<file path="src/sv/rsid_pkg.sv">
// ----------------------------------------------------------------------------
// rsid_pkg : shared types and constants of the ranked set unit
// Sizes of the cell chain and the reduction tree, request and status codes,
// and the command word that is broadcast along the chain.
// ----------------------------------------------------------------------------
package rsid_pkg;

   localparam int CAPACITY  = 1024;
   localparam int KEY_BITS  = 32;
   localparam int KEY_IN_W  = 32;                     // width of the key port
   localparam int POS_W     = 10;                     // width of the position port
   localparam int IDX_W     = $clog2(CAPACITY);       // cell index
   localparam int RANK_W    = $clog2(CAPACITY + 1);   // rank and fill count
   localparam int CMP_W     = (IDX_W > POS_W) ? IDX_W : POS_W;
   localparam int GRP_SIZE  = 32;
   localparam int GRP_CNT   = (CAPACITY + GRP_SIZE - 1) / GRP_SIZE;

   typedef logic signed [KEY_BITS-1:0] key_type;

   typedef enum logic {
      OP_INSERT = 1'b0,
      OP_DELETE = 1'b1
   } op_type;

   typedef enum logic [1:0] {
      STAT_OK    = 2'd0,
      STAT_DUP   = 2'd1,
      STAT_FULL  = 2'd2,
      STAT_RANGE = 2'd3
   } status_type;

   // broadcast to every cell
   typedef struct packed {
      op_type           op;
      key_type          key;
      logic [POS_W-1:0] pos;
      logic             cmp_en;
      logic             upd_en;
   } cell_cmd_type;

endpackage

</file>
<file path="src/sv/rsid_cell.sv">
// ----------------------------------------------------------------------------
// rsid_cell : one place of the sorted chain
// Holds one key, compares it with the broadcast word and, on update, takes the
// request key or the upper or lower neighbour's key to open or close a gap.
// ----------------------------------------------------------------------------
module rsid_cell (
   input  logic                       clock,
   input  rsid_pkg::cell_cmd_type     cmd,
   input  logic [rsid_pkg::RANK_W-1:0] occ,
   input  logic [rsid_pkg::IDX_W-1:0]  cell_idx,
   input  logic                       prev_keep,
   input  rsid_pkg::key_type          prev_key,
   input  rsid_pkg::key_type          next_key,
   output rsid_pkg::key_type          key_out,
   output logic                       keep_out,
   output logic                       bnd_out,
   output logic                       hit_out
);
   import rsid_pkg::*;

   key_type key_ff;
   key_type key_in;
   logic    keep_ff;
   logic    keep_in;
   logic    hit_ff;
   logic    hit_in;
   logic    occupied;
   logic    at_pos;

   assign occupied = RANK_W'(cell_idx) < occ;
   assign at_pos   = CMP_W'(cell_idx) == CMP_W'(cmd.pos);

   // keep: this cell stays put on update
   always_comb begin
      if (cmd.op == OP_INSERT) begin
         keep_in = occupied && (key_ff > cmd.key);
         hit_in  = occupied && (key_ff == cmd.key);
         key_in  = prev_keep ? cmd.key : prev_key;
      end else begin
         keep_in = CMP_W'(cell_idx) < CMP_W'(cmd.pos);
         hit_in  = occupied && at_pos;
         key_in  = next_key;
      end
   end

   always_ff @(posedge clock) begin
      if (cmd.cmp_en) begin
         keep_ff <= keep_in;
         hit_ff  <= hit_in;
      end
      if (cmd.upd_en && !keep_ff) begin
         key_ff <= key_in;
      end
   end

   assign key_out  = key_ff;
   assign keep_out = keep_ff;
   assign bnd_out  = prev_keep && !keep_ff;  // first cell not kept: on insert, first not above the key
   assign hit_out  = hit_ff;

endmodule

</file>
<file path="config.mk">
export PLATFORM = sky130hd
export DESIGN_NAME = rsid_cell
export DESIGN_NICKNAME = d
export VERILOG_FILES = /design/src/sv/rsid_pkg.sv /design/src/sv/rsid_cell.sv
export SDC_FILE = /design/constraint.sdc
export NUM_CORES = 1
export LEC_CHECK = 0
export BUFFER_PORTS_ARGS = -buffer_cell sky130_fd_sc_hd__clkbuf_2
export CAP_MARGIN = 25
export CORE_ASPECT_RATIO = 1.1
export CORE_MARGIN = 2
export CORE_UTILIZATION = 40
export DETAILED_ROUTE_END_ITERATION = 16
export PLACE_DENSITY = 0.77
export SLEW_MARGIN = 20
export SYNTH_ARGS = -nofsm -noshare
export SYNTH_HDL_FRONTEND = slang
export SYNTH_SLANG_ARGS = --single-unit
</file>
<file path="constraint.sdc">
create_clock -name clock -period 2.65 [get_ports clock]
set_clock_uncertainty 0.15 [all_clocks]
set_input_delay 0.53 -clock clock [delete_from_list [all_inputs] [get_ports clock]]
set_output_delay 0.53 -clock clock [all_outputs]
set_load 0.03 [all_outputs]
</file>
==> results of run 1 <==
==> cells by family after synthesis <==
group,synth area share
DFF,0.335
buffers and inverters,0.0814
and+or+nand+nor,0.127
AOI/OAI and AO/OA,0.139
xor gates and xnor gates,0.00288
muxes,0.105
adders and majority gates,0.210
==> cell usage after synthesis (all sizes together) <==
master,count
o21ai,38
a21oi,20
edfxtp,34
nor2b,5
nor4,1
xor2,1
a311oi,1
a21o,1
clkbuf,7
nand3,7
nand2,38
a21boi,3
nor3,3
inv,52
nand4b,1
or3b,1
nor2,7
nand4,10
a41oi,1
mux2i,32
o211ai,3
nand2b,1
ha,51
o31ai,2
o21a,1
a221oi,1
buf,4
a2111oi,1
o311ai,1
==> cell type report <==
cell class	instances	share of cell area
clock buffer	5	0.0167
clock inverter	3	0.0167
inverter	52	0.0474
multi-input combinational	231	0.433
sequential	34	0.248
tap	87	0.0264
timing repair buffer	170	0.212
==> power by group through the flow <==
stage / combinational (mW) / clock [mW] / sequential [mW]
after CTS: 0.544 / 0.596 / 0.671
after global placement: 0.524 / 0 / 0.681
after global routing: 0.602 / 0.615 / 0.675
final: 0.536 / 0.580 / 0.670
after detailed placement: 0.542 / 0 / 0.683
after floorplan: 0.254 / 0 / 0.753
==> metal layers <==
| layer | wire (um) | vias up | track usage |
|---|---|---|---|
| met4 | 131 | 0 | 0.0526 |
| met1 | 3230 | 1299 | 0.206 |
| met2 | 4090 | 95 | 0.352 |
| met5 | 0 | - | 0 |
| met3 | 469 | 12 | 0.0416 |
| li1 | - | 1510 | - |
==> how the worst min path moves through the flow <==
stage          startpoint  slack (ns)                  to
2_1_floorplan      cmd[1]        0.49   hit_out$_DFFE_PP_
3_3_place_gp       cmd[1]        0.61   hit_out$_DFFE_PP_
3_5_place_dp       cmd[1]        0.61   hit_out$_DFFE_PP_
4_1_cts            cmd[1]        0.31   hit_out$_DFFE_PP_
5_1_grt            cmd[1]        0.32   hit_out$_DFFE_PP_
6_report           cmd[1]        0.32  keep_out$_DFFE_PP_
==> critical path, cell delays in order, from the launching register on <==
cell and delay (ns):
edfxtp_1 0.43, ha_1 0.38, nand4_2 0.18, nor4_4 0.38
o311ai_1 0.16, nand4_1 0.13, xor2_1 0.15, o21ai_1 0.07
==> sequential cells by signal, indices dropped and copies added (netlist names) <==
name and count:
key_out 32, hit_out 1, keep_out 1
==> through the flow <==
| stage | hold slack, ns | setup slack [ns] |
|---|---|---|
| global placement | 0.610 | 0.228 |
| floorplan | 0.492 | 0.0427 |
| global route | 0.319 | 0.213 |
| finish | 0.317 | 0.381 |
| detailed placement | 0.609 | 0.113 |
| CTS | 0.310 | 0.332 |
==> flow_summary.toml, run 1 <==
[power_and_ir_drop]
p_int_mw = 1.25
p_leak_nw = 2.25
pwr-share-comb = 0.300
p_switching_mw = 0.535
power_mw = 1.79
sw_frac_of_total = 0.299
power_density_nw_per_um2 = 434
pwr-share-seq = 0.375
clkPwrFrac = 0.325
vdd_drop_max_mv = 0.227

[logic_synthesis]
ys_types = 35
synthCells = 328
avgSynthCellArea_sq_um = 9.28
syn_nets = 511
yosysWarnings = 0
netlist.area_leader.share = 0.335
ys_seq_area_frac = 0.335
synthTopCellsByArea = "edfxtp_1 (34%), ha_1 (21%), mux2i_1 (11%)"
netlist.top_cell.by_area = "edfxtp_1"
synthesis.area_sq_um = 3040
synth-seq-cells = 34

[die]
die_y_um = 95.5
rows = 33
die-area_sq_um = 8320
core_sq_um = 7430
io_pins = 167
die_x_um = 87.2
start_util = 0.410

[setup_path]
crit_path_end_kind = "flop"
cp-endpoint = "keep_out$_DFFE_PP_"
critPathMaxFanout = 4
rr_startpoint = "key_out[31]$_DFFE_PP_"
required_ns = 2.54
regToRegSetupSlack_ns = 0.38
r2r-end = "keep_out$_DFFE_PP_"
r2r_cells = 7
arrival_ns = 2.15
criticalPathCategory = "reg2reg"
critical_path.startpoint = "key_out[31]$_DFFE_PP_"
critPathLaunchType = "flop"

[worst_hold_path]
hp-class = "in2reg"
hold_path_depth = 1

[placement]
gp_congestion = 0.793
hpwl_mm = 6.81
placed_cell_area_sq_um = 3980
place_inst = 574
io_buffers = 166

[clocking]
cts_resized = 0
post_cts_buffers = 0
cts_inserted_buffers = 5
ctsHoldBuffers = 0
clock_latency_ns = 0.29
clockRootBuffer = "clkbuf_8"
htree_num_levels = 2
cts_tree = "yes"
cts.path.max_buffers = 2
cts_sinks = 34
path_clk_slew_ns = 0.07

[global_routing]
gr-usage-all-layers = 0.186
first_global_vias = 2748
antenna_found_initial = 0
grt_max_degree = 39
gr-total-overflow = 0
grt_pass1_wl_mm = 12.1

[timing]
timing.fmax_mhz = 441
slew_violations = 0
hold_violations = 0
finalCriticalPeriod_ns = 2.27
rsz0062_at_grt = "no"
finalSetupTns_ns = 0
finalSetupViolCount = 0
post-route-period-util = 0.856
slew_headroom = 0.615
tightest_slew_ns = 0.577

[layout]
seqCellArea_sq_um = 1020
final_core_util = 0.554
area_growth_syn_to_layout_pct = 35.3
fin_cells = 582
layout-drive-gt1-share = 0.378
final_common_cell = "clkbuf_2"
postLayoutCellArea_sq_um = 4120
multiInputGateArea_sq_um = 1780
final_cell_mix = "clkbuf_2 (166), inv_1 (51), ha_1 (51)"
antenna_cells = 0
fillers = 690
layout.nets = 677

[run]
cap_violations = 0

[detailed_routing]
drc = 0
vias = 2916
drt_pass1_iterations = 4
detail_route.vias_per_cell = 5.01
ant_nets = 0
routedWlPerCell_um = 13.6
wl_mm = 7.92
first_iter_violations = 60

[run_status]
status = "finished, final reports clean"
Note: power is estimated with default switching activity, not from simulation.
==> run 2, diff against run 1 <==
--- a/config.mk
+++ b/config.mk
@@ -11,7 +11,7 @@
 export CORE_MARGIN = 2
 export CORE_UTILIZATION = 40
 export DETAILED_ROUTE_END_ITERATION = 16
-export PLACE_DENSITY = 0.77
+export PLACE_DENSITY = 0.83
 export SLEW_MARGIN = 20
 export SYNTH_ARGS = -nofsm -noshare
 export SYNTH_HDL_FRONTEND = slang
==> flow_summary.toml, run 2 (synthesis gave the netlist of run 1 again) <==
[setup_path]
r2r-end = "keep_out$_DFFE_PP_"
crit_path_end_kind = "flop"
cp_slowest_cell = "edfxtp_1"
required_ns = 2.53
regToRegSetupSlack_ns = 0.38
rr_startpoint = "key_out[30]$_DFFE_PP_"
r2r_cells = 7
critPathMaxStageDelay_ns = 0.41
cp_top_family = "simple AND/OR/NAND/NOR gates"
cp_num_buf_inv = 0
critPathLaunchType = "flop"
criticalPathCategory = "reg2reg"
arrival_ns = 2.15
path_cells = "ha_1 -> nand4_2 -> nor4_4 -> o311ai_1 -> nand4_1 -> xor2_1 -> o21ai_1"
critPathMaxFanout = 4

[timing]
finalSetupTns_ns = 0
finalSetupViolCount = 0
hold_violations = 0
slew_violations = 0
slew_headroom = 0.653
timing.fmax_mhz = 441
finalCriticalPeriod_ns = 2.27
rsz0062_at_grt = "no"
post-route-period-util = 0.855
tightest_slew_ns = 0.521

[clocking]
path_clk_slew_ns = 0.07
cts_inserted_buffers = 5
clock_latency_ns = 0.28
post_cts_buffers = 0
htree_num_levels = 2
ctsHoldBuffers = 0
clockRootBuffer = "clkbuf_8"
cts_sinks = 34
cts_tree = "yes"
cts.path.max_buffers = 2
cts_resized = 0

[detailed_routing]
vias = 2987
wl_mm = 8.16
first_iter_violations = 72
drt_pass1_iterations = 4
routedWlPerCell_um = 14.0
ant_nets = 0
detail_route.vias_per_cell = 5.13
drc = 0

[die]
rows = 33
start_util = 0.410
die-area_sq_um = 8320
die_x_um = 87.2
core_sq_um = 7430
io_pins = 167
die_y_um = 95.5

[layout]
layout-drive-gt1-share = 0.376
area_growth_syn_to_layout_pct = 33.6
fin_cells = 582
final_common_cell = "clkbuf_2"
layout.nets = 677
final_cell_mix = "clkbuf_2 (166), inv_1 (51), ha_1 (51)"
antenna_cells = 0
largest_reg_flops = 32

[worst_hold_path]
hold_path_depth = 1
hp-class = "in2reg"
min-delay-start = "cmd[1]"
holdPathEnd = "hit_out$_DFFE_PP_"

[placement]
place_inst = 574
hpwl_mm = 6.99
io_buffers = 166
gp_congestion = 0.869

[global_routing]
first_global_vias = 2996
grt_pass1_wl_mm = 12.9
gr-total-overflow = 0
antenna_found_initial = 1
gr-usage-all-layers = 0.198
grt_max_degree = 43

[power_and_ir_drop]
p_switching_mw = 0.530
sw_frac_of_total = 0.334
power_density_nw_per_um2 = 390
pwr-share-comb = 0.340
clkPwrFrac = 0.237
p_int_mw = 1.05
pwr-share-seq = 0.423
vdd_drop_max_mv = 0.204
p_leak_nw = 2.22

[run_status]
status = "finished, final reports clean"

[run]
cap_violations = 0
[run 2: cell count changes in the layout (fill, tap and decap cells not counted), sizes merged]
cell	change
clkinvlp	+1
clkinv	+1
bufinv	-2
[run 2: metal layers]
metal | global-route usage | part of all wire
met1 | 0.213 | 0.39
met2 | 0.378 | 0.54
met3 | 0.0468 | 0.058
met4 | 0.0628 | 0.014
met5 | 0 | 0.0015
[run 2: how the worst max path moves through the flow]
stage                           endpoint  slack [ns]  cells after the start                   from
finish                keep_out$_DFFE_PP_        0.38                      7  key_out[30]$_DFFE_PP_
global route          keep_out$_DFFE_PP_        0.22                      7  key_out[30]$_DFFE_PP_
CTS                   keep_out$_DFFE_PP_        0.36                      7  key_out[30]$_DFFE_PP_
detailed placement    keep_out$_DFFE_PP_        0.12                      9                cmd[42]
global placement      keep_out$_DFFE_PP_        0.23                      9                cmd[42]
floorplan           key_out[0]$_DFFE_PP_        0.04                      1     keep_out$_DFFE_PP_
[run 2: through the flow]
step	util	worst slack, ns	hold slack (ns)	area, sq um	total power, mW
final	0.547	0.384	0.325	4070	1.58
after CTS	0.547	0.358	0.313	4070	1.61
after global routing	0.547	0.217	0.320	4070	1.70
after floorplan	-	0.0427	0.492	3040	1.01
after detailed placement	0.536	0.119	0.610	3980	1.23
after global placement	0.536	0.227	0.615	3980	1.20
[run 2: worst reg2reg max path, cell delays in order (launching register included)]
cell	delay, ns
edfxtp_1	0.41
ha_1	0.36
nand4_2	0.20
nor4_4	0.37
o311ai_1	0.16
nand4_1	0.13
xor2_1	0.17
o21ai_1	0.07
[run 2: cell type report]
| type | count | area, sq um |
|---|---|---|
| Timing Repair Buffer | 170 | 873 |
| Tap cell | 87 | 109 |
| Sequential cell | 34 | 1020 |
| Clock inverter | 3 | 16.3 |
| Fill cell | 683 | 3370 |
| Inverter | 52 | 195 |
| Multi-Input combinational cell | 231 | 1780 |
| Clock buffer | 5 | 68.8 |
[run 2: power groups by stage]
stage               clock [mW]  combinational [mW]  sequential, mW
floorplan                    0               0.254           0.753
global placement             0               0.524           0.680
detailed placement           0               0.543           0.682
CTS                      0.393               0.546           0.670
global route             0.416               0.604           0.675
finish                   0.376               0.539           0.670
